`src/grouped_inode_bitmap_allocator_unit_assert.svh`:
```
// Assertion macros shared by the allocator RTL.
// Each macro expects clk and rst_n to be visible where it is used.
`ifndef GROUPED_INODE_BITMAP_ALLOCATOR_UNIT_ASSERT_SVH
`define GROUPED_INODE_BITMAP_ALLOCATOR_UNIT_ASSERT_SVH

// Same-cycle implication.
`define GIA_ASSERT_IMP(label, ante, cons, msg) \
    label: assert property (@(posedge clk) disable iff (!rst_n) (ante) |-> (cons)) \
        else $error(msg);

// Next-cycle implication.
`define GIA_ASSERT_NEXT(label, ante, cons, msg) \
    label: assert property (@(posedge clk) disable iff (!rst_n) (ante) |=> (cons)) \
        else $error(msg);

`endif

```
`src/gia_pkg.sv`:
```
// Shared types and constants of the grouped inode bitmap allocator.
// No dependencies.
package gia_pkg;

    localparam int WORD_W  = 32;
    localparam int CNT_W   = 9;
    localparam int TOT_W   = 13;
    localparam int ROTOR_W = 8;
    localparam int NUM_W   = 12;
    localparam int NE_W    = 9;
    localparam int NG_W    = 5;

    localparam logic [CNT_W-1:0] CNT_MAX = '1;
    localparam logic [TOT_W-1:0] TOT_MAX = '1;

    // Row 0 holds numbers 0 and 1, which are in use after reset.
    localparam logic [WORD_W-1:0] ROW0_RESET = 32'h0000_0003;

    localparam logic FUNC_ALLOC = 1'b0;
    localparam logic FUNC_FREE  = 1'b1;

    localparam logic [2:0] ST_OK             = 3'd0;
    localparam logic [2:0] ST_NOSPACE        = 3'd1;
    localparam logic [2:0] ST_PARENT_DELETED = 3'd2;
    localparam logic [2:0] ST_INVALID        = 3'd3;
    localparam logic [2:0] ST_ALREADY_FREE   = 3'd4;
    localparam logic [2:0] ST_CORRUPT        = 3'd5;

    localparam logic CFG_GROUPS  = 1'b0;
    localparam logic CFG_ENTRIES = 1'b1;

    typedef struct packed {
        logic               en;
        logic               alloc;
        logic               isdir;
        logic [ROTOR_W-1:0] offset;
    } grp_upd_t;

    typedef struct packed {
        logic [CNT_W-1:0]   free_cnt;
        logic [ROTOR_W-1:0] rotor;
        logic [TOT_W-1:0]   free_total;
        logic [TOT_W-1:0]   dir_total;
    } grp_rd_t;

endpackage

```
`src/gia_div.sv`:
```
// Restoring divider, one quotient bit per cycle, for the number split.
// Depends on gia_pkg.
module gia_div (
    input  logic                       clk,
    input  logic                       rst_n,
    input  logic                       start,
    input  logic [gia_pkg::NUM_W-1:0]  dividend,
    input  logic [gia_pkg::NE_W-1:0]   divisor,
    output logic                       done,
    output logic [gia_pkg::NUM_W-1:0]  quot,
    output logic [gia_pkg::NE_W-1:0]   rem
);

    localparam int CW = $clog2(gia_pkg::NUM_W + 1);

    logic                      busy_reg, busy_next;
    logic                      done_reg, done_next;
    logic [CW-1:0]             cnt_reg, cnt_next;
    logic [gia_pkg::NUM_W-1:0] q_reg, q_next;
    logic [gia_pkg::NE_W-1:0]  r_reg, r_next;
    logic [gia_pkg::NE_W-1:0]  d_reg, d_next;
    logic [gia_pkg::NE_W:0]    trial;

    always_comb
    begin
        busy_next = busy_reg;
        done_next = 1'b0;
        cnt_next  = cnt_reg;
        q_next    = q_reg;
        r_next    = r_reg;
        d_next    = d_reg;
        trial     = {r_reg, q_reg[gia_pkg::NUM_W-1]};
        if (start)
        begin
            busy_next = 1'b1;
            cnt_next  = CW'(gia_pkg::NUM_W);
            q_next    = dividend;
            r_next    = '0;
            d_next    = divisor;
        end
        else if (busy_reg)
        begin
            // The partial remainder stays below the divisor, so it fits NE_W bits.
            if (trial >= {1'b0, d_reg})
            begin
                r_next = gia_pkg::NE_W'(trial - {1'b0, d_reg});
                q_next = {q_reg[gia_pkg::NUM_W-2:0], 1'b1};
            end
            else
            begin
                r_next = trial[gia_pkg::NE_W-1:0];
                q_next = {q_reg[gia_pkg::NUM_W-2:0], 1'b0};
            end
            cnt_next = cnt_reg - CW'(1);
            if (cnt_reg == CW'(1))
            begin
                busy_next = 1'b0;
                done_next = 1'b1;
            end
        end
    end

    always_ff @(posedge clk or negedge rst_n)
    begin
        if (!rst_n)
        begin
            busy_reg <= 1'b0;
            done_reg <= 1'b0;
            cnt_reg  <= '0;
        end
        else
        begin
            busy_reg <= busy_next;
            done_reg <= done_next;
            cnt_reg  <= cnt_next;
        end
    end

    always_ff @(posedge clk)
    begin
        q_reg <= q_next;
        r_reg <= r_next;
        d_reg <= d_next;
    end

    assign done = done_reg;
    assign quot = q_reg;
    assign rem  = r_reg;

endmodule

```
`config.mk`:
```
export PLATFORM = sky130hd
export DESIGN_NAME = gia_div
export DESIGN_NICKNAME = d
export VERILOG_FILES = /design/src/grouped_inode_bitmap_allocator_unit_assert.svh /design/src/gia_pkg.sv /design/src/gia_div.sv
export SDC_FILE = /design/constraint.sdc
export NUM_CORES = 1
export LEC_CHECK = 0
export BUFFER_PORTS_ARGS = -buffer_cell sky130_fd_sc_hd__buf_2
export CORE_MARGIN = 5
export CORE_UTILIZATION = 45
export CTS_BUF_LIST = sky130_fd_sc_hd__clkbuf_8
export CTS_CLUSTER_DIAMETER = 100
export DETAILED_ROUTE_END_ITERATION = 8
export GPL_TIMING_DRIVEN = 0
export PLACE_DENSITY = 0.7
export SLEW_MARGIN = 20
export SYNTH_ARGS = -nofsm -noshare
export SYNTH_HDL_FRONTEND = slang
export SYNTH_SLANG_ARGS = --single-unit
```
`constraint.sdc`:
```
create_clock -name clk -period 6 [get_ports clk]
set_input_delay 0.3 -clock clk [delete_from_list [all_inputs] [get_ports clk]]
set_output_delay 0.3 -clock clk [all_outputs]
set_load 0.01 [all_outputs]
```
== After elaboration in Yosys (flattened, before gate mapping) ==
Cells that the tools add are included.
Storage, ports and cells
  bits in registers: 36
  bits in latches: 0
  RAM bits: 0
  ROM bits: 0
  logic and storage cells: 23
  memories kept: 0
Operators by class
  add/subtract/negate cells: 2
  multiply operators: 0
  div/mod/pow operators: 0
  magnitude comparators: 1
  equal/unequal tests: 1
  shift-type cells: 0
  mux-type cells: 12
  bitwise gates (word level): 0
  reduce and logical (&&, ||, !) cells: 1
Operators by type and width (number)
  $mux W12: 2
  $ge A10 B9 Y1: 1
  $mux W9: 1
  $sub A9 B9 Y9: 1
  $mux W4: 2
  $mux W1: 7
  $eq A4 B1 Y1 const B: 1
  $sub A4 B1 Y4 const B: 1
  $reduce_bool A2 Y1: 1

== Longest topological paths before layout ==
Gate-level depths: netlist (run 1).
  depth after elaboration: 4
  depth in mapped cells: 9
  depth with buffers taken out: 9

== Worst setup path after synthesis (run 1) ==
Ideal clock, no wire load.
  path type: reg2reg
  start point: register q_reg, in the netlist quot[11]
  end point: register q_reg, in the netlist quot[0], data pin
  setup time: 260 ps
  arrival: 2181 ps
  required time: 5740 ps
  slack: 3559 ps
  cell stages (with the launch flop): 9
  buffers on the path: 0
  cell sequence: edfxtp_1 -> inv_1 -> ha_1 -> inv_1 -> fa_1 -> a211oi_1 -> o21a_1 -> o211ai_2 -> mux2_2
Between the ends
  word-level cells in the longest chain between the ends: 4
Ends and longest elaborated chain
  from (decl): line gia_div.sv:19  | logic [gia_pkg::NUM_W-1:0] q_reg, q_next;
  from (signal assigned): line gia_div.sv:81  | q_reg <= q_next;
  $ge A10 B9 Y1: line gia_div.sv:44  | if (trial >= {1'b0, d_reg})
  $mux W1: line gia_div.sv:44
  $mux W12: line gia_div.sv:41  | else if (busy_reg)
  $mux W12: line gia_div.sv:33  | if (start)
  net q_next, one bit: line gia_div.sv:19
The timed path passes the listed nets, and every way through them passes these cells. The select of a mux whose other input is x is not followed.
A chain may end at the register's enable or synchronous reset.

== Worst setup path after layout (run 1) ==
Same ends and word-level chain as after synthesis.

==> results.md, run 1 <==
- R2R Path End: quot[0]
- Die Footprint: 5780 µm²
- Clock skew: 5.86 ps
- Avg Cell Area, Syn: between 10 and 15 µm²
- #FFs+latches synth: 36
- Worst Setup SP: quot[11]
- Pwr Density: between 300 and 400 nW/µm²
- Routed Wire Length: roughly 3.9 mm
- Residual DRC: 0
- Worst EP arrival: ~2800 ps
- Net load switching power: around 0.32 mW
- Yosys warnings: 0
- Clock H-tree levels: 2
- Total power: 0.868 mW
- Clk network pwr share: a little under a fifth
- WP data required: 6040 ps
- Setup bufs post-CTS: 0
- XOR/XNOR share of the synthesized area: around 2.7%
- # setup viols final: 0
- Routability congestion estimate: around 0.81
- Outcome: complete, no violations
- Leakage: between 1 and 1.5 nW
- Synthesized Nets: 208
- Post-DP HPWL: between 2 and 3 mm
- CP Class: register to register
- Clk sinks: 36
- Critical path startpoint category: register
- Rows: 24
- Routed WL per cell: 13.9 µm
- First-pass GRT wire length: around 6.7 mm
- Origin of the critical flop-to-flop path: quot[11]
- Num CTS Buffers: 5
- DR pass1 iterations: 4
- R2R Setup Slk: 3280 ps
- Cell Area, Synth: 1960 µm²
- Deepest clock path buffer count: 2
- Worst Hold Launch: divisor[4]
- Design area: ~2300 µm²
- Area of placed instances: 2250 µm²
- Max-cap violation count: 0
- Dpl cells: ~270
- Sequential share of power: between 40% and 50%
- Int Power: approximately 0.55 mW
- Logic pwr share: ~40%
- Vias in the first global route: between 1,000 and 1,500
- CORE AREA: 4290 µm²
- Largest net degree at the start of global routing: 13
- Worst r2r path cells: 8
- Tightest Pin Transition: 531 ps
- Post-synthesis sequential area ratio: between 40% and 50%
- Initial Utilization: between 40 and 50%
- Asr flop ratio synth: between 10% and 20%
- Peak supply drop: approximately 0.00014 V
- GR Overflow Total: 0
- Critical Path Fanout Max: 8
- Clock transition at path regs: about 70 ps
- Fin. max-slew vios: 0
- Filler instances: roughly 400
- Antenna-violating nets left: 0
- Total Nets Final: roughly 260
- Mux contribution to synthesized area: between 10% and 20%
- Simple-gate share of the synthesized area: between 10 and 15%
- Tmin final: 2720 ps
- I/O Buffers: 45
- Synth Area in Adders: 8.04%
- Mapped Cells: between 150 and 200
- 1st-iter DRT viols: 78
- Area growth syn-to-layout: 19.6%
- Total number of vias: around 1,500
- Layout Cells excl Fill: about 280
- Initial antenna violation count: 0
- Worst Hold End: d_reg[4]
- RSZ-0062 raised after global routing: no
- CTS tree: built
- Crit end category: register
- FMAX: between 0.3 and 0.4 GHz
- Share of post-route cells with drive strength above 1: between 30% and 40%
- Area contributors post-synth: edfxtp_1, dfxtp_1, dfrtp_1
- I/O Pins: between 40 and 50
- Netlist cell types: between 40 and 50
- Synth top cells by count: edfxtp_1, nor2_1, inv_1, mux2_2, ha_1
- GRT Util Overall: 14.4%
- Cell taking the most area after synthesis: edfxtp_1
- Slew headroom: about 65%
- Vias per inst: 5.23
- Main combinational cell family by area after synthesis: compound AO/OA/AOI/OAI gates
- Diodes inserted: 0
- Post-route setup TNS: 0 ps
- Final hold viol count: 0
- Worst hold slack: roughly 180 ps
- Fin crit share: ~45%
- Number of synthesized flops with an enable pin: 21
- Compound-Gate Fraction of Synth Area: a little over an eighth
- Worst min path class: primary input to register
- Root Buffer: clkbuf_8
- Most common cell in the synthesized netlist: edfxtp_1
- Hold depth: 1
- Die Y: between 70 and 80 µm
- Die Wd: roughly 76 µm
- Post-synth top area share: ~32%
- Sw frac: a little over a third
- Clk_lat worst skew: 290 ps
- Post-CTS Resized: 0
- Max reg flops: 12
- Main synth FF type: edfxtp_1
metal layers:
metal,track usage [%],share of wire [%],up-vias
met2,23.5,49,22
met4,5.34,1.6,0
met3,5.08,4.4,6
met5,0,0,-
met1,17.2,45,689
li1,-,-,737
logic make-up (layout without fill, tap and decap cells):
kind of cell               after synthesis  after routing
and+or+nand+nor                         44             44
DFF                                     36             36
AOI/OAI and AO/OA                       34             34
buffers and inverters                   21             75
muxes                                   19             19
adders and majority gates               12             12
xor gates and xnor gates                 6              6
critical path, stage by stage, from the launching register on:
cell	delay [ps]
edfxtp_1	430
inv_1	80
ha_1	170
inv_1	50
fa_1	400
a211oi_1	440
o21a_1	300
o211ai_2	240
mux2_2	350
repair_timing:
| action | 4_1_cts | 5_1_grt |
|---|---|---|
| hold buffers | 1 | 0 |
| endpoints found under the hold margin | 6 | 0 |
| setup endpoints to repair | 0 | 0 |
metrics by stage:
stage / utilization (%) / worst slack, ps
final: 54.6 / 3280
after global routing: 54.6 / 3070
after CTS: 54.6 / 3240
after detailed placement: 52.4 / 3280
after global placement: 52.4 / 3270
after floorplan: - / 3560
cells in the final DEF (no fill, tap or decap), drive strengths merged, types with 5 or more instances in the layout:
cell | Yosys | routed
a211oi | 8 | 8
a21oi | 7 | 7
buf | 2 | 47
clkbuf | 6 | 11
dfrtp | 6 | 6
dfxtp | 9 | 9
edfxtp | 21 | 21
ha | 11 | 11
inv | 13 | 14
mux2 | 13 | 13
mux2i | 6 | 6
nand2 | 8 | 8
nor2 | 17 | 17
o211ai | 5 | 5
layout make-up:
type                    instances  area (µm²)  area share [%]
plain buffers                   8        32.5            1.39
clock buffers                   5        68.8            2.93
clock inverters                 3        15.0           0.640
inverters                      13        48.8            2.08
multi-input cells             115         918            39.2
flip-flops and latches         36         961            41.0
well taps                      52        65.1            2.77
repair buffers                 46         235            10.0
worst max path at each step:
stage | endpoint | slack [ps]
global route | rem[3] | 3070
floorplan | quot[0] | 3560
CTS | quot[0] | 3240
finish | quot[0] | 3280
global placement | quot[0] | 3270
detailed placement | quot[0] | 3280
power groups by stage:
stage                     combinational (mW)  clock (mW)  sequential (mW)
after CTS                              0.360       0.170            0.348
after detailed placement               0.357           0            0.354
after global routing                   0.402       0.184            0.357
after floorplan                        0.250           0            0.360
after global placement                 0.353           0            0.352
final                                  0.354       0.165            0.349
(Power assumes the default switching activity.)
==> run 2: changes to the inputs <==
--- a/config.mk
+++ b/config.mk
@@ -5,6 +5,7 @@
 export SDC_FILE = /design/constraint.sdc
 export NUM_CORES = 1
 export LEC_CHECK = 0
+export ABC_AREA = 1
 export BUFFER_PORTS_ARGS = -buffer_cell sky130_fd_sc_hd__buf_2
 export CORE_MARGIN = 5
 export CORE_UTILIZATION = 45
==> constraint.sdc (replaced) <==
create_clock -name clk -period 2.7 [get_ports clk]
set_input_delay 0.135 -clock clk [delete_from_list [all_inputs] [get_ports clk]]
set_output_delay 0.135 -clock clk [all_outputs]
set_load 0.01 [all_outputs]
==> run 2 against run 1 <==
  * Sequential power grew 110%
  * Cell area grew 1.1%
  * Power grew 120%
  * First-iteration DRC count grew 17%
  * Highest routed layer unchanged
  * Die area grew 1.1%
  * Fmax grew 40%
  * Largest power group unchanged
==> results.md, run 2 <==
- Antenna-violating nets left: 0 (unchanged)
- Routability congestion estimate: 0.880 (was 0.809)
- Deepest clock path buffer count: 2 (unchanged)
- Slew headroom: 54.1% (was 64.6%)
- Netlist cell types: 26 (was 41)
- Cell taking the most area after synthesis: edfxtp_1 (unchanged)
- I/O Pins: 46 (unchanged)
- Outcome: complete, no violations (unchanged)
- Final hold viol count: 0 (unchanged)
- Clock skew: 2.49 ps (was 5.86 ps)
- Worst EP arrival: 2090 ps (was 2770 ps)
- DR pass1 iterations: 4 (unchanged)
- Synth top cells by count: nand2_1, inv_1, nand3_1 (was edfxtp_1, nor2_1, inv_1, mux2_2, ha_1)
- Mapped Cells: 243 (was 172)
- Post-synthesis sequential area ratio: 48.4% (was 49.0%)
- Yosys warnings: 0 (unchanged)
- Vias in the first global route: 1,516 (was 1,449)
- Hold Buf Count CTS: 1 (unchanged)
- Clk sinks: 36 (unchanged)
- Total Nets Final: 332 (was 261)
- CP Class: register to register (unchanged)
- First-pass GRT wire length: 6.85 mm (was 6.74 mm)
- Post-CTS Resized: 0 (unchanged)
- Origin of the critical flop-to-flop path: quot[11] (unchanged)
- Synthesized Nets: 279 (was 208)
- Asr flop ratio synth: 16.7% (unchanged)
- CTS tree: built (unchanged)
- Routed WL per cell: 11.7 µm (was 13.9 µm)
- Most common cell in the synthesized netlist: nand2_1 (was edfxtp_1)
- Critical Path Fanout Max: 10 (was 8)
- Pwr Density: 807 nW/µm² (was 370 nW/µm²)
- Worst r2r path cells: 11 (was 8)
- Worst min path class: primary input to register (unchanged)
- Worst Hold Launch: divisor[4] (unchanged)
- #FFs+latches synth: 36 (unchanged)
- Leakage: 1.25 nW (was 1.05 nW)
- Hold depth: 1 (unchanged)
- FMAX: 0.516 GHz (was 0.367 GHz)
- I/O Buffers: 45 (unchanged)
- Post-route setup TNS: 0 ps (unchanged)
- Residual DRC: 0 (unchanged)
- Tmin final: 1940 ps (was 2720 ps)
- Post-DP HPWL: 3.14 mm (was 2.96 mm)
- Initial Utilization: 45.9% (was 45.7%)
- Peak supply drop: 0.000445 V (was 0.000145 V)
- Clk_lat worst skew: 280 ps (was 290 ps)
- Cell Area, Synth: 1990 µm² (was 1960 µm²)
- Area contributors post-synth: edfxtp_1, nand2_1, dfxtp_1 (was edfxtp_1, dfxtp_1, dfrtp_1)
- CORE AREA: 4320 µm² (was 4290 µm²)
- # setup viols final: 0 (unchanged)
- Clock H-tree levels: 2 (unchanged)
- Die Footprint: 5840 µm² (was 5780 µm²)
- Most common cell after layout, fill and taps aside: nand2_1 (was buf_2)
- Fin. max-slew vios: 0 (unchanged)
- Buf/Inv on CP: 3 (was 2)
- Vias per inst: 4.77 (was 5.23)
- Die Wd: 76.4 µm (was 76.0 µm)
- Rows: 24 (unchanged)
- Crit end category: register (unchanged)
- Routed Wire Length: 4.10 mm (was 3.85 mm)
- Setup bufs post-CTS: 0 (unchanged)
- Initial antenna violation count: 0 (unchanged)
- Avg Cell Area, Syn: 8.17 µm² (was 11.4 µm²)
- 1st-iter DRT viols: 91 (was 78)
- Clock transition at path regs: 70 ps (about the same)
- Layout Cells excl Fill: 349 (was 278)
- CP max stage cell: fa_1 (was a211oi_1)
- Fin crit share: 71.8% (was 45.4%)
- Share of post-route cells with drive strength above 1: 20.5% (was 31.9%)
- RSZ-0062 raised after global routing: no (unchanged)
- Die Y: 76.4 µm (was 76.0 µm)
- Largest net degree at the start of global routing: 19 (was 13)
- Number of synthesized flops with an enable pin: 21 (unchanged)
- GRT Util Overall: 14.6% (was 14.4%)
- Tightest Pin Transition: 688 ps (was 531 ps)
- GR Overflow Total: 0 (unchanged)
- WP data required: 2850 ps (was 6040 ps)
- Max reg flops: 12 (unchanged)
- Max-cap violation count: 0 (unchanged)
- Post-synth top area share: 31.8% (was 32.2%)
- CP cell instances: inv_1 -> ha_1 -> inv_1 -> fa_1 -> nand2_1 -> nand3_2 -> nand2_2 -> buf_6 -> nand3_1 -> nand3_1 -> o21ai_0 (was inv_1 -> ha_1 -> inv_1 -> fa_1 -> a211oi_1 -> o21a_1 -> o211ai_2 -> mux2_2)
- Crit-path leading delay family: adder cells (was compound AO/OA/AOI/OAI gates)
- Dpl cells: 340 (was 269)
- Critical path startpoint category: register (unchanged)
- Critical Path Max Stage Delay: 430 ps (was 440 ps)
- Area growth syn-to-layout: 19.3% (was 19.6%)
- Main synth FF type: edfxtp_1 (unchanged)
- Worst Setup SP: quot[11] (unchanged)
- CP Depth: 11 (was 8)
- Diodes inserted: 0 (unchanged)
- Root Buffer: clkbuf_8 (unchanged)
- Total number of vias: 1,663 (was 1,454)
- Num CTS Buffers: 5 (unchanged)
- Most frequent cells in the layout: nand2_1, buf_2, inv_1, nand3_1, edfxtp_1 (was buf_2, edfxtp_1, nor2_1, inv_1, mux2_2)
## run 2: worst paths after layout
kind                              end  slack (ps)
max in group asynchronous  cnt_reg[0]        2370
setup reg to reg               rem[3]         760
setup / recovery               rem[3]         760
min in group asynchronous  cnt_reg[2]         190
hold reg to reg                rem[5]         490
hold / removal               d_reg[4]          20
## run 2: area by class of cell
type	count	area [µm²]
plain buffers	6	38.8
fillers	430	1950
well taps	52	65.1
clock inverters	3	15.0
clock buffers	5	68.8
repair buffers	46	235
flip-flops and latches	36	961
inverters	39	146
multi-input cells	162	840
## run 2: through the flow
step	hold WS (ps)	util [%]	instance area [µm²]	total power, mW	worst slack (ps)
floorplan	-161	-	1990	1.35	877
global placement	-41.5	52.6	2280	1.56	763
detailed placement	-38.9	52.6	2280	1.56	751
CTS	10.5	54.8	2370	1.94	733
global route	6.80	54.8	2370	2.10	524
finish	20.6	54.8	2370	1.91	761
## run 2: cell families (layout without fill, tap and decap cells)
kind of cell / Yosys count / in the layout / synth area share, %
XOR/XNOR: 3 / 3 / 1.32
adder cells (fa/ha/maj): 12 / 12 / 7.94
flip-flops: 36 / 36 / 48.4
AO/OA/AOI/OAI: 16 / 16 / 4.29
AND/OR/NAND/NOR: 131 / 131 / 28.7
buffers and inverters: 45 / 99 / 9.33
## run 2: power breakdown
part	internal, mW	switching (mW)
sequential	0.680	0.0683
combinational	0.335	0.469
clock	0.175	0.186
## run 2: metal layers
metal	GRT usage, %	share of wire (%)
met5	0	0
met1	19.6	47
met4	6.82	2.2
met3	3.78	4.4
met2	21.7	46
