[src/grouped_inode_bitmap_allocator_unit_assert.svh]
// Assertion macros shared by the allocator RTL.
// Each macro expects clk and rst_n to be visible where it is used.
`ifndef GROUPED_INODE_BITMAP_ALLOCATOR_UNIT_ASSERT_SVH
`define GROUPED_INODE_BITMAP_ALLOCATOR_UNIT_ASSERT_SVH

// Same-cycle implication.
`define GIA_ASSERT_IMP(label, ante, cons, msg) \
    label: assert property (@(posedge clk) disable iff (!rst_n) (ante) |-> (cons)) \
        else $error(msg);

// Next-cycle implication.
`define GIA_ASSERT_NEXT(label, ante, cons, msg) \
    label: assert property (@(posedge clk) disable iff (!rst_n) (ante) |=> (cons)) \
        else $error(msg);

`endif

[src/gia_pkg.sv]
// Shared types and constants of the grouped inode bitmap allocator.
// No dependencies.
package gia_pkg;

    localparam int WORD_W  = 32;
    localparam int CNT_W   = 9;
    localparam int TOT_W   = 13;
    localparam int ROTOR_W = 8;
    localparam int NUM_W   = 12;
    localparam int NE_W    = 9;
    localparam int NG_W    = 5;

    localparam logic [CNT_W-1:0] CNT_MAX = '1;
    localparam logic [TOT_W-1:0] TOT_MAX = '1;

    // Row 0 holds numbers 0 and 1, which are in use after reset.
    localparam logic [WORD_W-1:0] ROW0_RESET = 32'h0000_0003;

    localparam logic FUNC_ALLOC = 1'b0;
    localparam logic FUNC_FREE  = 1'b1;

    localparam logic [2:0] ST_OK             = 3'd0;
    localparam logic [2:0] ST_NOSPACE        = 3'd1;
    localparam logic [2:0] ST_PARENT_DELETED = 3'd2;
    localparam logic [2:0] ST_INVALID        = 3'd3;
    localparam logic [2:0] ST_ALREADY_FREE   = 3'd4;
    localparam logic [2:0] ST_CORRUPT        = 3'd5;

    localparam logic CFG_GROUPS  = 1'b0;
    localparam logic CFG_ENTRIES = 1'b1;

    typedef struct packed {
        logic               en;
        logic               alloc;
        logic               isdir;
        logic [ROTOR_W-1:0] offset;
    } grp_upd_t;

    typedef struct packed {
        logic [CNT_W-1:0]   free_cnt;
        logic [ROTOR_W-1:0] rotor;
        logic [TOT_W-1:0]   free_total;
        logic [TOT_W-1:0]   dir_total;
    } grp_rd_t;

endpackage

[src/gia_grp_tbl.sv]
// Per-group free counts, directory counts and rotors, plus the two totals.
// Depends on gia_pkg.
module gia_grp_tbl #(
    parameter int MAX_GROUPS    = 16,
    parameter int MAX_PER_GROUP = 256
) (
    input  logic                clk,
    input  logic                rst_n,
    input  logic [(MAX_GROUPS > 1 ? $clog2(MAX_GROUPS) : 1)-1:0] idx,
    input  gia_pkg::grp_upd_t   upd,
    output gia_pkg::grp_rd_t    rd
);

    localparam int FULL = MAX_PER_GROUP > int'(gia_pkg::CNT_MAX)
                          ? int'(gia_pkg::CNT_MAX) : MAX_PER_GROUP;
    localparam int G0 = (MAX_PER_GROUP - 2) > int'(gia_pkg::CNT_MAX)
                        ? int'(gia_pkg::CNT_MAX) : (MAX_PER_GROUP - 2);
    localparam int FT = (MAX_GROUPS * MAX_PER_GROUP - 2) > int'(gia_pkg::TOT_MAX)
                        ? int'(gia_pkg::TOT_MAX) : (MAX_GROUPS * MAX_PER_GROUP - 2);

    logic [gia_pkg::CNT_W-1:0]   free_reg  [MAX_GROUPS];
    logic [gia_pkg::CNT_W-1:0]   dir_reg   [MAX_GROUPS];
    logic [gia_pkg::ROTOR_W-1:0] rotor_reg [MAX_GROUPS];
    logic [gia_pkg::TOT_W-1:0]   ftot_reg, ftot_next;
    logic [gia_pkg::TOT_W-1:0]   dtot_reg, dtot_next;
    logic [gia_pkg::CNT_W-1:0]   free_next, dir_next;
    logic [gia_pkg::ROTOR_W-1:0] rotor_next;
    logic [gia_pkg::CNT_W-1:0]   free_cur, dir_cur;
    logic [gia_pkg::ROTOR_W-1:0] rotor_cur;

    assign free_cur  = free_reg[idx];
    assign dir_cur   = dir_reg[idx];
    assign rotor_cur = rotor_reg[idx];

    always_comb
    begin
        free_next  = free_cur;
        dir_next   = dir_cur;
        rotor_next = rotor_cur;
        ftot_next  = ftot_reg;
        dtot_next  = dtot_reg;
        if (upd.alloc)
        begin
            free_next = (free_cur == '0) ? '0 : free_cur - 1'b1;
            ftot_next = (ftot_reg == '0) ? '0 : ftot_reg - 1'b1;
            if (upd.isdir)
            begin
                dir_next  = (dir_cur == gia_pkg::CNT_MAX) ? dir_cur : dir_cur + 1'b1;
                dtot_next = (dtot_reg == gia_pkg::TOT_MAX) ? dtot_reg : dtot_reg + 1'b1;
            end
        end
        else
        begin
            free_next = (free_cur == gia_pkg::CNT_MAX) ? free_cur : free_cur + 1'b1;
            ftot_next = (ftot_reg == gia_pkg::TOT_MAX) ? ftot_reg : ftot_reg + 1'b1;
            if (upd.offset < rotor_cur)
            begin
                rotor_next = upd.offset;
            end
            if (upd.isdir)
            begin
                dir_next  = (dir_cur == '0) ? '0 : dir_cur - 1'b1;
                dtot_next = (dtot_reg == '0) ? '0 : dtot_reg - 1'b1;
            end
        end
    end

    always_ff @(posedge clk or negedge rst_n)
    begin
        if (!rst_n)
        begin
            for (int g = 0; g < MAX_GROUPS; g++)
            begin
                free_reg[g]  <= (g == 0) ? gia_pkg::CNT_W'(G0) : gia_pkg::CNT_W'(FULL);
                dir_reg[g]   <= '0;
                rotor_reg[g] <= '0;
            end
            ftot_reg <= gia_pkg::TOT_W'(FT);
            dtot_reg <= '0;
        end
        else if (upd.en)
        begin
            free_reg[idx]  <= free_next;
            dir_reg[idx]   <= dir_next;
            rotor_reg[idx] <= rotor_next;
            ftot_reg       <= ftot_next;
            dtot_reg       <= dtot_next;
        end
    end

    assign rd.free_cnt   = free_cur;
    assign rd.rotor      = rotor_cur;
    assign rd.free_total = ftot_reg;
    assign rd.dir_total  = dtot_reg;

endmodule

[config.mk]
export PLATFORM = sky130hd
export DESIGN_NAME = gia_grp_tbl
export DESIGN_NICKNAME = d
export VERILOG_FILES = /design/src/grouped_inode_bitmap_allocator_unit_assert.svh /design/src/gia_pkg.sv /design/src/gia_grp_tbl.sv
export SDC_FILE = /design/constraint.sdc
export NUM_CORES = 1
export LEC_CHECK = 0
export BUFFER_PORTS_ARGS = -buffer_cell sky130_fd_sc_hd__buf_2
export CORE_MARGIN = 3
export CORE_UTILIZATION = 35
export CTS_BUF_LIST = sky130_fd_sc_hd__clkbuf_4
export DETAILED_ROUTE_END_ITERATION = 16
export HOLD_SLACK_MARGIN = 0.03
export PLACE_DENSITY = 0.49
export SLEW_MARGIN = 20
export SYNTH_ARGS = -nofsm -noshare
export SYNTH_HDL_FRONTEND = slang
export SYNTH_SLANG_ARGS = --single-unit
[constraint.sdc]
create_clock -name clk -period 3.9 [get_ports clk]
set_clock_uncertainty 0.15 [all_clocks]
set_input_delay 0.195 -clock clk [delete_from_list [all_inputs] [get_ports clk]]
set_output_delay 0.195 -clock clk [all_outputs]
set_load 0.03 [all_outputs]
---- Yosys cells after proc, flatten, opt, wreduce, memory -nomap -nowiden ----
Index checks and enable logic that the tools add are counted.
word-level totals
  bits in registers ....................... 298
  latch bits .............................. 0
  memory bits (writable) .................. 0
  bits in read-only memories .............. 0
  input bits .............................. 17
  output and inout port bits .............. 43
  word-level logic and storage cells ...... 80
  memories kept ........................... 0
cells by class
  add/subtract/negate cells ............... 6
  multipliers ............................. 0
  divide/modulo/power cells ............... 0
  order comparisons ....................... 3
  equal/unequal tests ..................... 5
  shifts and indexed selects .............. 0
  mux-type cells .......................... 25
  bitwise gates (word level) .............. 1
  reduce and logical (&&, ||, !) cells .... 6
operators by type and width
  operator                                                     number
  bitwise mux 144 bit                                          1
  bitwise mux 128 bit                                          1
  two-way mux 13 bit                                           8
  two-way mux 9 bit                                            6
  two-way mux 8 bit                                            5
  binary-select mux 9 bit (select 4 bit)                       1
  demux 9 bit (select 4 bit)                                   1
  binary-select mux 8 bit (select 4 bit)                       1
  demux 8 bit (select 4 bit)                                   1
  adder 13 x 1 -> 13 bit (second input constant)               2
  == test 13 bit (second input constant)                       2
  logical NOT 13 bit                                           2
  subtractor 13 x 1 -> 13 bit (second input constant)          2
  adder 9 x 1 -> 9 bit (second input constant)                 1
  == test 9 bit (second input constant)                        1
  logical NOT 9 bit                                            1
  subtractor 9 x 1 -> 9 bit (second input constant)            1
  less-than comparator 8 bit                                   1
  >= comparator 5 bit (second input constant)                  1
  less-than comparator 5 x 1 -> 1 bit (second input constant)  1
  NOT 4 -> 5 bit                                               1
  inequality test 2 bit (second input constant)                2
  AND reduction 3 bit                                          1
  AND reduction 2 bit                                          1
  logical AND 1 bit                                            1

---- Depth between registers and ports, before layout ----
Gate-level depths: netlist (run 1).
  word-level depth ........................ 8
  gate-level depth with buffers ........... 17
  depth with buffers taken out ............ 10

---- Worst setup path before layout (run 1) ----
OpenSTA, ideal clock, no wires.
  path kind ............................... in2reg
  from .................................... input idx[0] (netlist name)
  to ...................................... register rotor_reg[16] (netlist name)
  library setup time ...................... 137 ps
  data arrival time ....................... 4230 ps
  data required time ...................... 3613 ps
  slack ................................... -617 ps
  stages .................................. 17
  path buffers ............................ 7
  cell sequence ........................... buf_6 > buf_12 > buf_8 > buf_6 > buf_6 > buf_2 > mux4_2 > mux4_2 > inv_1 > ha_1 > a21o_1 > a21o_1 > a221oi_1 > o21ai_4 > mux2i_1 > clkbuf_1 > a21oi_1
RTL lines
  what                             line               RTL
  from (decl)                      gia_grp_tbl.sv:9   input logic [(MAX_GROUPS > 1 ? $clog2(MAX_GROUPS) : 1)-1:0] idx,
  to (signal, indexed assignment)  gia_grp_tbl.sv:85  rotor_reg[idx] <= rotor_next;
  to (decl)                        gia_grp_tbl.sv:23  logic [gia_pkg::ROTOR_W-1:0] rotor_reg [MAX_GROUPS];

---- Worst setup path after layout (run 1) ----
  from .................................... register rotor_reg[101] (netlist name)
  to ...................................... register rotor_reg[112] (netlist name)
on the way
  longest elaborated chain between the ends .. 7
RTL lines
  what                                                   line               RTL
  binary-select mux 8 bit (select 4 bit)                 gia_grp_tbl.sv:33  assign rotor_cur = rotor_reg[idx];
  two-way mux 8 bit (implied by the code) (2 in series)  gia_grp_tbl.sv:33
  less-than comparator 8 bit                             gia_grp_tbl.sv:56  if (upd.offset < rotor_cur)
  two-way mux 8 bit                                      gia_grp_tbl.sv:56
  two-way mux 8 bit                                      gia_grp_tbl.sv:42  if (upd.alloc)
  bitwise mux 128 bit                                    gia_grp_tbl.sv:85
No other way between the ends. The select of a mux whose other input is x is not followed.
A chain may end at the register's enable or synchronous reset.

==> results by group, run 1 <==
Clocking
  • Clock sinks: 298
  • Post-CTS Setup Repair Bufs: 0
  • Clk slew on worst S/H paths: 0.07 ns
  • Clock tree from TritonCTS: done
  • Clock Latency Late Sink: 0.77 ns
  • H-tree depth: 3
  • Root Driver: clkbuf_4
  • TritonCTS Buffers: 85
  • Longest Clk Path Bufs: 3

Die
  • Row cnt: 76
  • Die height: 216 µm
  • Core Area: 43300 µm²
  • Die area: 46600 µm²
  • Initial Util: 35.6%
  • Top-Level Pins: 60
  • Die Width: 216 µm

STA
  • Period utilization: 92.6%
  • FMAX: 0.277 GHz
  • Final Max Tran Viols: 0
  • Setup TNS: 0 ns
  • Worst-Margin Slew: 0.941 ns
  • Max-slew headroom: 37.2%
  • Hold slack: 0.144 ns
  • RSZ-0062 raised after global routing: no
  • Min cycle time layout: 3.61 ns
  • Final worst setup slack: 0.288 ns
  • Final Hold Viols: 0
  • Final setup viols: 0

Min path
  • Hold Path Stages: 5
  • Hold wc startpoint: idx[3]
  • Worst Hold End: free_reg[137]
  • Tightest Hold Check Type: in -> reg

Route
  • DRC: 0
  • Via/cell ratio: 5.29
  • Routed WL per cell: 19.7 µm
  • ANT nets after route: 0
  • Via count: 12100
  • Iteration-0 DRC Markers: 832
  • Drt total wl: 45300 µm
  • DRT Pass-1 Iters: 6

Setup path
  • Crit path required time: 4.33 ns
  • R2R depth: 11
  • Crit start category: flip-flop
  • RR Endpoint: rotor_reg[112]
  • Reg-to-reg slack, setup: 0.29 ns
  • Reg-to-Reg Start: rotor_reg[101]
  • CP arrival: 4.04 ns
  • Critical-path maximum fanout: 16
  • Kind of critical path: reg -> reg
  • CP endpoint kind: flip-flop

Cells and area
  • Area of the multi-input gates: 7430 µm²
  • Most common cell after layout, fill and taps aside: dfrtp_1
  • Layout area overhead: 18.2%
  • Seq. cell area: 7500 µm²
  • Max reg flops: 144
  • Fin util: 42.1%
  • Filler Cell Count: 4244
  • Commonest non-fill, non-tap cells in the layout: dfrtp_1 (265), nand2_1 (202), nor2_1 (170)
  • Final nets: 1673
  • Finished Layout Cells: 2293
  • Layout cells sized above 1: 26.0%
  • Post-route cell area: 18200 µm²

Placed design
  • Pre-CTS WS: 0.0192 ns
  • Area post-placement: 16900 µm²
  • Final HPWL DP: 29500 µm
  • Port-buffer cells: 59
  • Placed Cells: 2124
  • GP Congestion: 0.791

Yosys
  • Synth Flop Type: dfrtp_1
  • Post-Syn Area per Cell: 10.2 µm²
  • Synth top area cells: dfrtp_1 (43%), mux4_2 (8.2%), dfstp_2 (5.6%), nand2_1 (4.9%), a21oi_1 (4.2%)
  • Synth Cell Area: 15400 µm²
  • Yosys synthesis warning count: 0
  • Synthesized instance count: 1514
  • Yosys reg bits: 298
  • EDFF count, synth: 0
  • Synth Net Count: 1545
  • Largest area contributor in the netlist: dfrtp_1
  • Synth top area share: 43.0%
  • Yosys cell types: 69
  • Register area share after synthesis: 48.7%
  • Post-synth ARST share: 100%

Global route
  • Total track usage: 19.8%
  • Pin count of the biggest net entering global routing: 73
  • Vias in the first global route: 12400
  • Grt ovf: 0
  • Initial antenna violation count: 1
  • First-pass GRT wire length: 72300 µm

Pwr
  • P_leak: 7.67 nW
  • PwrDens: 688 nW/µm²
  • IR drop worst, VDD: 0.187 mV
  • Overall power: 12.5 mW

Outcome
  • Status: finished clean

Flow run
  • Reported max-cap violation count: 0
## where the power goes
group	internal, mW	total (mW)	switching (mW)
combinational	1.98	4.52	2.55
sequential	4.36	5.06	0.698
clock	1.58	2.96	1.38
## metal layers
layer	vias up	wire length, µm	track usage [%]
met3	72	2260	4.41
met5	-	0	0
met4	0	889	6.12
met1	6013	20100	25.9
met2	264	22000	33.1
li1	5785	-	-
## worst max path at each step
stage	from	endpoint	slack, ns
2_1_floorplan	idx[0]	rotor_reg[72]	-0.24
3_3_place_gp	idx[0]	rotor_reg[112]	0.1
3_5_place_dp	idx[0]	rotor_reg[112]	0.02
4_1_cts	rotor_reg[101]	rotor_reg[112]	0.28
5_1_grt	rotor_reg[101]	rotor_reg[120]	0.09
6_report	rotor_reg[101]	rotor_reg[112]	0.29
## cells in the mapped netlist (7+ instances only)
cell type	instances
dfrtp_1	265
nand2_1	202
nor2_1	172
a21oi_1	129
o21ai_0	114
clkbuf_1	72
nor3_1	70
mux4_2	56
mux2i_1	51
nand3_1	34
dfstp_2	33
buf_2	22
a31oi_1	21
nor4_1	21
inv_1	20
o31ai_1	19
mux4_1	17
mux2_2	16
ha_1	14
nand4_1	12
o21ai_2	10
and4_1	9
buf_4	9
a22oi_1	8
nand2b_1	7
nor2b_1	7
## cell families after synthesis
| kind of cell | Yosys count | share of synthesized area (%) |
|---|---|---|
| XOR/XNOR | 9 | 0.512 |
| flip-flops | 298 | 48.7 |
| AND/OR/NAND/NOR | 568 | 16.6 |
| adder cells (fa/ha/maj) | 14 | 1.14 |
| multiplexers | 143 | 15.8 |
| buffers and inverters | 140 | 4.30 |
| AO/OA/AOI/OAI | 342 | 12.9 |
## area by class of cell
type | instances | share of cell area (%)
inverter | 23 | 0.474
sequential | 298 | 41.2
clock inverter | 22 | 0.673
timing repair buffer | 158 | 7.54
antenna | 1 | 0.0137
multi-input combinational | 1076 | 40.8
tap | 585 | 4.02
clock buffer | 130 | 5.36
## worst max-delay path, stage by stage (launching register included)
cell and delay [ns]:
dfrtp_1 0.38, mux4_2 0.47, mux4_2 0.56, inv_1 0.09, ha_1 0.24, a21o_1 0.16, a21o_1 0.18, a221oi_2 0.33
o21ai_4 0.09, buf_4 0.17, mux2i_4 0.45, o21ai_0 0.18
## repair_timing
action | in CTS | in global routing
gates resized for setup | 0 | 0
hold buffers | 16 | 0
endpoints found under the hold margin | 461 | 0
setup endpoints to repair | 0 | 0
Power figures use the tool's default switching activity.
==> run 2, diff against run 1 <==
--- a/config.mk
+++ b/config.mk
@@ -11,7 +11,7 @@
 export CTS_BUF_LIST = sky130_fd_sc_hd__clkbuf_4
 export DETAILED_ROUTE_END_ITERATION = 16
 export HOLD_SLACK_MARGIN = 0.03
-export PLACE_DENSITY = 0.49
+export PLACE_DENSITY = 0.51
 export SLEW_MARGIN = 20
 export SYNTH_ARGS = -nofsm -noshare
 export SYNTH_HDL_FRONTEND = slang
==> constraint.sdc (replaced) <==
create_clock -name clk -period 3.3 [get_ports clk]
set_clock_uncertainty 0.15 [all_clocks]
set_input_delay 0.165 -clock clk [delete_from_list [all_inputs] [get_ports clk]]
set_output_delay 0.165 -clock clk [all_outputs]
set_load 0.03 [all_outputs]
==> run 2 against run 1 <==
  * The run now ends with negative setup slack left
  * Die area unchanged
  * Combinational power is 34% higher
  * Utilization grew 2.2 points
  * Non-clock buffer count rose by 65
  * Register-to-register slack worse by 0.32 ns
  * Flip-flop and latch count unchanged
  * Global-route usage decreased by 0.19 points
  * Power grew 24%
  * Count of clock-buffer cells in the layout decreased by 2
  * Critical path depth grew 1
  * Cell count up 3.0%
  * Highest routed layer unchanged
==> results by group, run 2 (synthesized netlist as in run 1, its figures left out) <==
Placed design
  • Area post-placement: 17500 µm² (+3.4%)
  • Port-buffer cells: 59 (unchanged)
  • Final HPWL DP: 29800 µm (+1.0%)
  • GP Congestion: 0.811 (+2.6%)

Die
  • Initial Util: 35.6% (unchanged)
  • Top-Level Pins: 60 (unchanged)
  • Die area: 46600 µm² (unchanged)
  • Core Area: 43300 µm² (unchanged)
  • Row cnt: 76 (unchanged)
  • Die height: 216 µm (unchanged)
  • Die Width: 216 µm (unchanged)

Cells and area
  • Layout cells sized above 1: 32.6% (+6.7 points)
  • Area of the multi-input gates: 7780 µm² (+4.7%)
  • Layout area overhead: 24.3%
  • Max reg flops: 144 (unchanged)
  • Final nets: 1741 (+4.1%)
  • Most common cell after layout, fill and taps aside: dfrtp_1
  • Commonest non-fill, non-tap cells in the layout: dfrtp_1 (264), nand2_1 (200), nor2_1 (168)
  • Seq. cell area: 7500 µm² (about the same)
  • Filler Cell Count: 4182 (-1.5%)
  • Post-route cell area: 19200 µm² (+5.2%)

Global route
  • Grt ovf: 0 (unchanged)
  • Total track usage: 19.6% (-0.19 points)
  • Vias in the first global route: 12700 (+2.5%)
  • Busiest grt layer: met2
  • Routing usage on met3: 4.10% (-0.31 points)
  • Initial antenna violation count: 2 (+1)
  • Met2 Usage GRT: 32.0% (-1.1 points)
  • Grt met1 use: 26.5% (+0.58 points)
  • Pin count of the biggest net entering global routing: 85 (+16%)
  • First-pass GRT wire length: 72000 µm (-0.44%)

Setup path
  • Critical-path maximum fanout: 7 (-9)
  • Largest delay share family, worst path: multiplexers
  • CP arrival: 3.83 ns (-0.21 ns)
  • Slowest CP cell: mux4_2
  • Reg-to-Reg Start: rotor_reg[101]
  • Reg-to-reg slack, setup: -0.04 ns (-0.32 ns)
  • Crit path required time: 3.80 ns (-0.53 ns)
  • WP buf/inv: 3 (+1)
  • CP Cell Sequence: mux4_2 > mux4_2 > inv_2 > ha_4 > a21o_1 > a21o_1 > a221oi_2 > o21ai_4 > buf_12 > mux2i_4 > buf_6 > a21oi_2
  • CP endpoint kind: flip-flop
  • R2R depth: 12 (+1)
  • Kind of critical path: reg -> reg
  • RR Endpoint: rotor_reg[13]
  • Delay of the slowest cell on the worst path: 0.52 ns (-0.04 ns)
  • Crit start category: flip-flop

Min path
  • Worst Hold End: free_reg[113]
  • Tightest Hold Check Type: in -> reg
  • Hold wc startpoint: idx[3]
  • Hold Path Stages: 5 (unchanged)

Clocking
  • Clock sinks: 298 (unchanged)
  • Longest Clk Path Bufs: 3 (unchanged)
  • Clock Latency Late Sink: 0.77 ns (about the same)
  • Root Driver: clkbuf_4
  • TritonCTS Buffers: 88 (+3.5%)
  • H-tree depth: 3 (unchanged)
  • Clk slew on worst S/H paths: 0.07 ns (about the same)
  • Clock tree from TritonCTS: done

Route
  • DRT Pass-1 Iters: 7 (+1)
  • Via/cell ratio: 5.33 (+0.72%)
  • ANT nets after route: 0 (unchanged)
  • DRC: 0 (unchanged)
  • Drt total wl: 45600 µm (+0.68%)
  • Routed WL per cell: 19.3 µm (-2.2%)
  • Iteration-0 DRC Markers: 847 (+1.8%)
  • Via count: 12600 (+3.7%)

Flow run
  • Reported max-cap violation count: 0 (unchanged)

STA
  • Final worst setup slack: -0.0353 ns (-0.324 ns)
  • Final Max Tran Viols: 0 (unchanged)
  • Min cycle time layout: 3.34 ns (-0.276 ns)
  • Worst-Margin Slew: 0.736 ns (-0.205 ns)
  • Final Hold Viols: 0 (unchanged)
  • RSZ-0062 raised after global routing: yes
  • FMAX: 0.300 GHz (+8.3%)
  • Period utilization: 101% (+8.5 points)
  • Final setup viols: 73 (+73)
  • Max-slew headroom: 50.8% (+14 points)

Outcome
  • Status: complete, but fails checks
  • Failing checks: negative setup slack

Pwr
  • P_leak: 8.06 nW (+5.1%)
  • Overall power: 15.5 mW (+24%)
  • PwrDens: 810 nW/µm² (+18%)
  • IR drop worst, VDD: 0.256 mV (+37%)
run 2: report_power, final:
| part | leakage (nW) | internal (mW) | switching (mW) | total (mW) |
|---|---|---|---|---|
| Combinational | 3.85 | 2.77 | 3.29 | 6.06 |
| Clock | 0.648 | 1.84 | 1.62 | 3.47 |
| Sequential | 3.56 | 5.15 | 0.835 | 5.99 |
run 2: tightest hold or removal path, stage by stage:
cell	delay, ns
buf_2	0.28
nor3b_1	0.16
nand3_1	0.22
nand2_1	0.08
nand3_1	0.07
run 2: worst max-delay path by stage:
stage                        start  slack [ns]  cells past startpoint        endpoint
global placement            idx[0]       -0.34                     14  rotor_reg[127]
finish              rotor_reg[101]       -0.04                     12   rotor_reg[13]
CTS                  rotor_reg[77]       -0.04                     12   rotor_reg[69]
detailed placement          idx[0]       -0.40                     14  rotor_reg[127]
floorplan                   idx[0]       -0.81                     17   rotor_reg[72]
global route         rotor_reg[77]       -0.15                     12   rotor_reg[13]
run 2: routing by layer:
layer  share of wire, %  vias up
met5                  0        -
met4                2.2        0
met3                5.2       90
met2                 48      316
met1                 45     6244
li1                   -     5934
run 2: timing repair:
item                                    CTS  global route
resized for setup                        33            50
endpoints found under the setup margin  128           151
cloned                                    1             1
hold buffers                             19             0
hold endpoints to repair                452             0
buffers inserted                          2             0
pin swaps                                 2             3
run 2: layout make-up:
cell class / instances / share of cell area, %
clock inverter: 23 / 0.653
clock buffer: 128 / 5.02
tap: 585 / 3.82
multi-input combinational: 1076 / 40.6
sequential: 298 / 39.1
inverter: 23 / 0.464
timing repair buffer: 223 / 10.2
antenna: 5 / 0.0653
run 2: metrics by stage:
step	util, %	hold slack (ns)	TNS [ns]	std cells	worst slack [ns]
floorplan	-	-0.281	-95.48	1514	-0.809
global placement	40.5	0.0923	-64.87	2184	-0.336
detailed placement	40.5	0.0931	-75.17	2184	-0.401
CTS	43.7	0.0411	-0.698	2355	-0.0374
global route	44.3	0.0914	-12.86	2361	-0.150
finish	44.3	0.110	-1.08	2361	-0.0353
==> run 3, diff against run 2 <==
--- a/config.mk
+++ b/config.mk
@@ -6,7 +6,6 @@
 export NUM_CORES = 1
 export LEC_CHECK = 0
 export BUFFER_PORTS_ARGS = -buffer_cell sky130_fd_sc_hd__buf_2
-export CORE_MARGIN = 3
 export CORE_UTILIZATION = 35
 export CTS_BUF_LIST = sky130_fd_sc_hd__clkbuf_4
 export DETAILED_ROUTE_END_ITERATION = 16
==> run 3 against run 2 <==
  * The flow still finishes with violations (negative setup slack)
  * Critical path depth unchanged
  * Cell count increased by 0.59%
  * Utilization increased by 0.30 points
  * Register-to-register slack about the same
  * Via count increased by 0.48%
  * Global-route usage increased by 1.7 points
  * Combinational power about the same
  * Hold slack improved by 0.033 ns
  * First-iteration DRC count increased by 14%
  * Critical endpoint is now rotor_reg[1]
  * Sequential power about the same
  * Maximum frequency increased by 0.14%
==> results by group, run 3 (synthesized netlist as in run 1, its figures left out) <==
Setup path
  • Slowest CP cell: mux4_2
  • Reg-to-reg slack, setup: -0.03 ns (about the same)
  • Crit path required time: 3.80 ns (about the same)
  • CP arrival: 3.83 ns (about the same)
  • CP endpoint kind: flip-flop
  • Largest delay share family, worst path: multiplexers
  • Crit start category: flip-flop
  • Critical-path maximum fanout: 6 (-1)
  • CP Cell Sequence: mux4_2 > mux4_2 > inv_2 > ha_4 > a21o_1 > a21o_1 > a221oi_2 > o21ai_4 > buf_12 > mux2i_4 > buf_4 > a21oi_2
  • Delay of the slowest cell on the worst path: 0.52 ns (about the same)
  • WP buf/inv: 3 (unchanged)
  • Kind of critical path: reg -> reg

Route
  • DRT met1 WL: 20900 µm (+1.7%)
  • ANT nets after route: 0 (unchanged)
  • Routed WL per cell: 19.5 µm (+0.93%)
  • Via/cell ratio: 5.32 (-0.11%)
  • Met2 routed WL: 22600 µm (+4.3%)
  • Iteration-0 DRC Markers: 962 (+14%)
  • Top routing layer used: met4
  • Drt total wl: 46300 µm (+1.5%)
  • DRC: 0 (unchanged)
  • DRT Pass-1 Iters: 5 (-2)
  • Via count: 12600 (+0.48%)
  • Met3 WL post-DR: 1880 µm (-20%)

Die
  • Initial Util: 35.6% (unchanged)
  • Die height: 212 µm (-1.9%)
  • Core Area: 43300 µm² (unchanged)
  • Die Width: 212 µm (-1.9%)
  • Top-Level Pins: 60 (unchanged)
  • Row cnt: 76 (unchanged)
  • Die area: 44900 µm² (-3.7%)

Cells and area
  • Fin util: 44.6% (+0.30 points)
  • Layout area overhead: 25.2%
  • Most common cell after layout, fill and taps aside: dfrtp_1
  • Commonest non-fill, non-tap cells in the layout: dfrtp_1 (263), nand2_1 (200), nor2_1 (170)
  • Finished Layout Cells: 2375 (+0.59%)
  • Layout cells sized above 1: 32.9% (+0.29 points)
  • Final nets: 1753 (+0.69%)
  • Max reg flops: 144 (unchanged)

Flow run
  • Reported max-cap violation count: 0 (unchanged)

Clocking
  • Longest Clk Path Bufs: 3 (unchanged)
  • Clock sinks: 298 (unchanged)
  • Clock Latency Late Sink: 0.80 ns (+0.03 ns)
  • TritonCTS Buffers: 86 (-2.3%)
  • Clk slew on worst S/H paths: 0.07 ns (about the same)
  • Clock tree from TritonCTS: done
  • H-tree depth: 3 (unchanged)
  • Root Driver: clkbuf_4

Min path
  • Tightest Hold Check Type: in -> reg

STA
  • Setup TNS: -0.651 ns (+0.431 ns)
  • Min cycle time layout: 3.33 ns (-0.00466 ns)
  • Worst-Margin Slew: 0.813 ns (+0.0772 ns)
  • Hold slack: 0.142 ns (+0.0326 ns)
  • Period utilization: 101% (-0.14 points)
  • RSZ-0062 raised after global routing: yes
  • Final setup viols: 49 (-33%)
  • Final worst setup slack: -0.0307 ns (+0.00466 ns)
  • Final Max Tran Viols: 0 (unchanged)
  • Max-slew headroom: 45.7% (-5.1 points)
  • Final Hold Viols: 0 (unchanged)
  • FMAX: 0.300 GHz (+0.14%)

Pwr
  • PwrDens: 809 nW/µm² (about the same)
  • P_leak: 8.15 nW (+1.2%)
  • IR drop worst, VDD: 0.306 mV (+20%)

Global route
  • First-pass GRT wire length: 73100 µm (+1.6%)
  • Grt ovf: 0 (unchanged)
  • Initial antenna violation count: 2 (unchanged)
  • Vias in the first global route: 12700 (+0.43%)
  • Total track usage: 21.3% (+1.7 points)
  • Pin count of the biggest net entering global routing: 85 (unchanged)

Placed design
  • Port-buffer cells: 59 (unchanged)
  • Final HPWL DP: 30500 µm (+2.2%)
  • GP Congestion: 0.782 (-3.6%)
  • Placed Cells: 2193 (+0.41%)

Outcome
  • Status: complete, but fails checks
  • Failing checks: negative setup slack
## run 3: changes by cell type in the layout (fill, tap and decap cells not counted), sizes merged
cell         change
clkinv          -10
clkbuf           +7
dlygate4sd3      +2
diode            -1
buf             +12
inv              +3
clkinvlp         +1
## run 3: worst paths after layout
check,endpoint,start,depth (start not counted)
setup / recovery,rotor_reg[1],rotor_reg[101],12
hold / removal,rotor_reg[27],idx[0],5
setup reg to reg,rotor_reg[1],rotor_reg[101],12
hold reg to reg,free_reg[141],free_reg[141],2
max in group asynchronous,rotor_reg[18],rst_n,4
min in group asynchronous,free_reg[71],rst_n,3
## run 3: area by class of cell
type,instances,area (µm²)
clock buffers,135,1010
inverters,23,88.8
repair buffers,237,2090
diodes,4,10.0
fillers,4126,24000
multi-input cells,1076,7750
well taps,585,732
clock inverters,17,98.8
flip-flops and latches,298,7500
## run 3: what timing repair did
action | CTS | global route
pin swaps | 1 | 4
setup buffers | 2 | 3
gates cloned | 1 | 1
endpoints found under the setup margin | 128 | 146
gates resized for setup | 29 | 44
hold buffers | 21 | 0
hold endpoints to repair | 489 | 0
## run 3: through the flow
stage | instance area, µm² | power (mW) | setup slack (ns)
2_1_floorplan | 15800 | 9.69 | -0.809
3_3_place_gp | 17600 | 11.7 | -0.286
3_5_place_dp | 17600 | 11.8 | -0.375
4_1_cts | 19000 | 15.6 | -0.0290
5_1_grt | 19300 | 16.7 | -0.138
6_report | 19300 | 15.6 | -0.0307
## run 3: worst register-to-register path, cell delays in order, from the launching register on
cell and delay [ns]:
dfrtp_1 0.38, mux4_2 0.47, mux4_2 0.52, inv_2 0.09
ha_4 0.19, a21o_1 0.15, a21o_1 0.18, a221oi_2 0.31
o21ai_4 0.13, buf_12 0.17, mux2i_4 0.22, buf_4 0.18
a21oi_2 0.05
## run 3: layer usage
metal	GRT usage (%)	vias to the layer above
li1	-	5966
met1	28.5	6317
met2	34.6	293
met3	4.17	69
met4	7.10	0
met5	0	-
## run 3: power breakdown
part	switching (mW)	total (mW)	internal (mW)
registers	0.836	5.99	5.15
clock network	1.64	3.57	1.92
logic	3.26	6.05	2.80
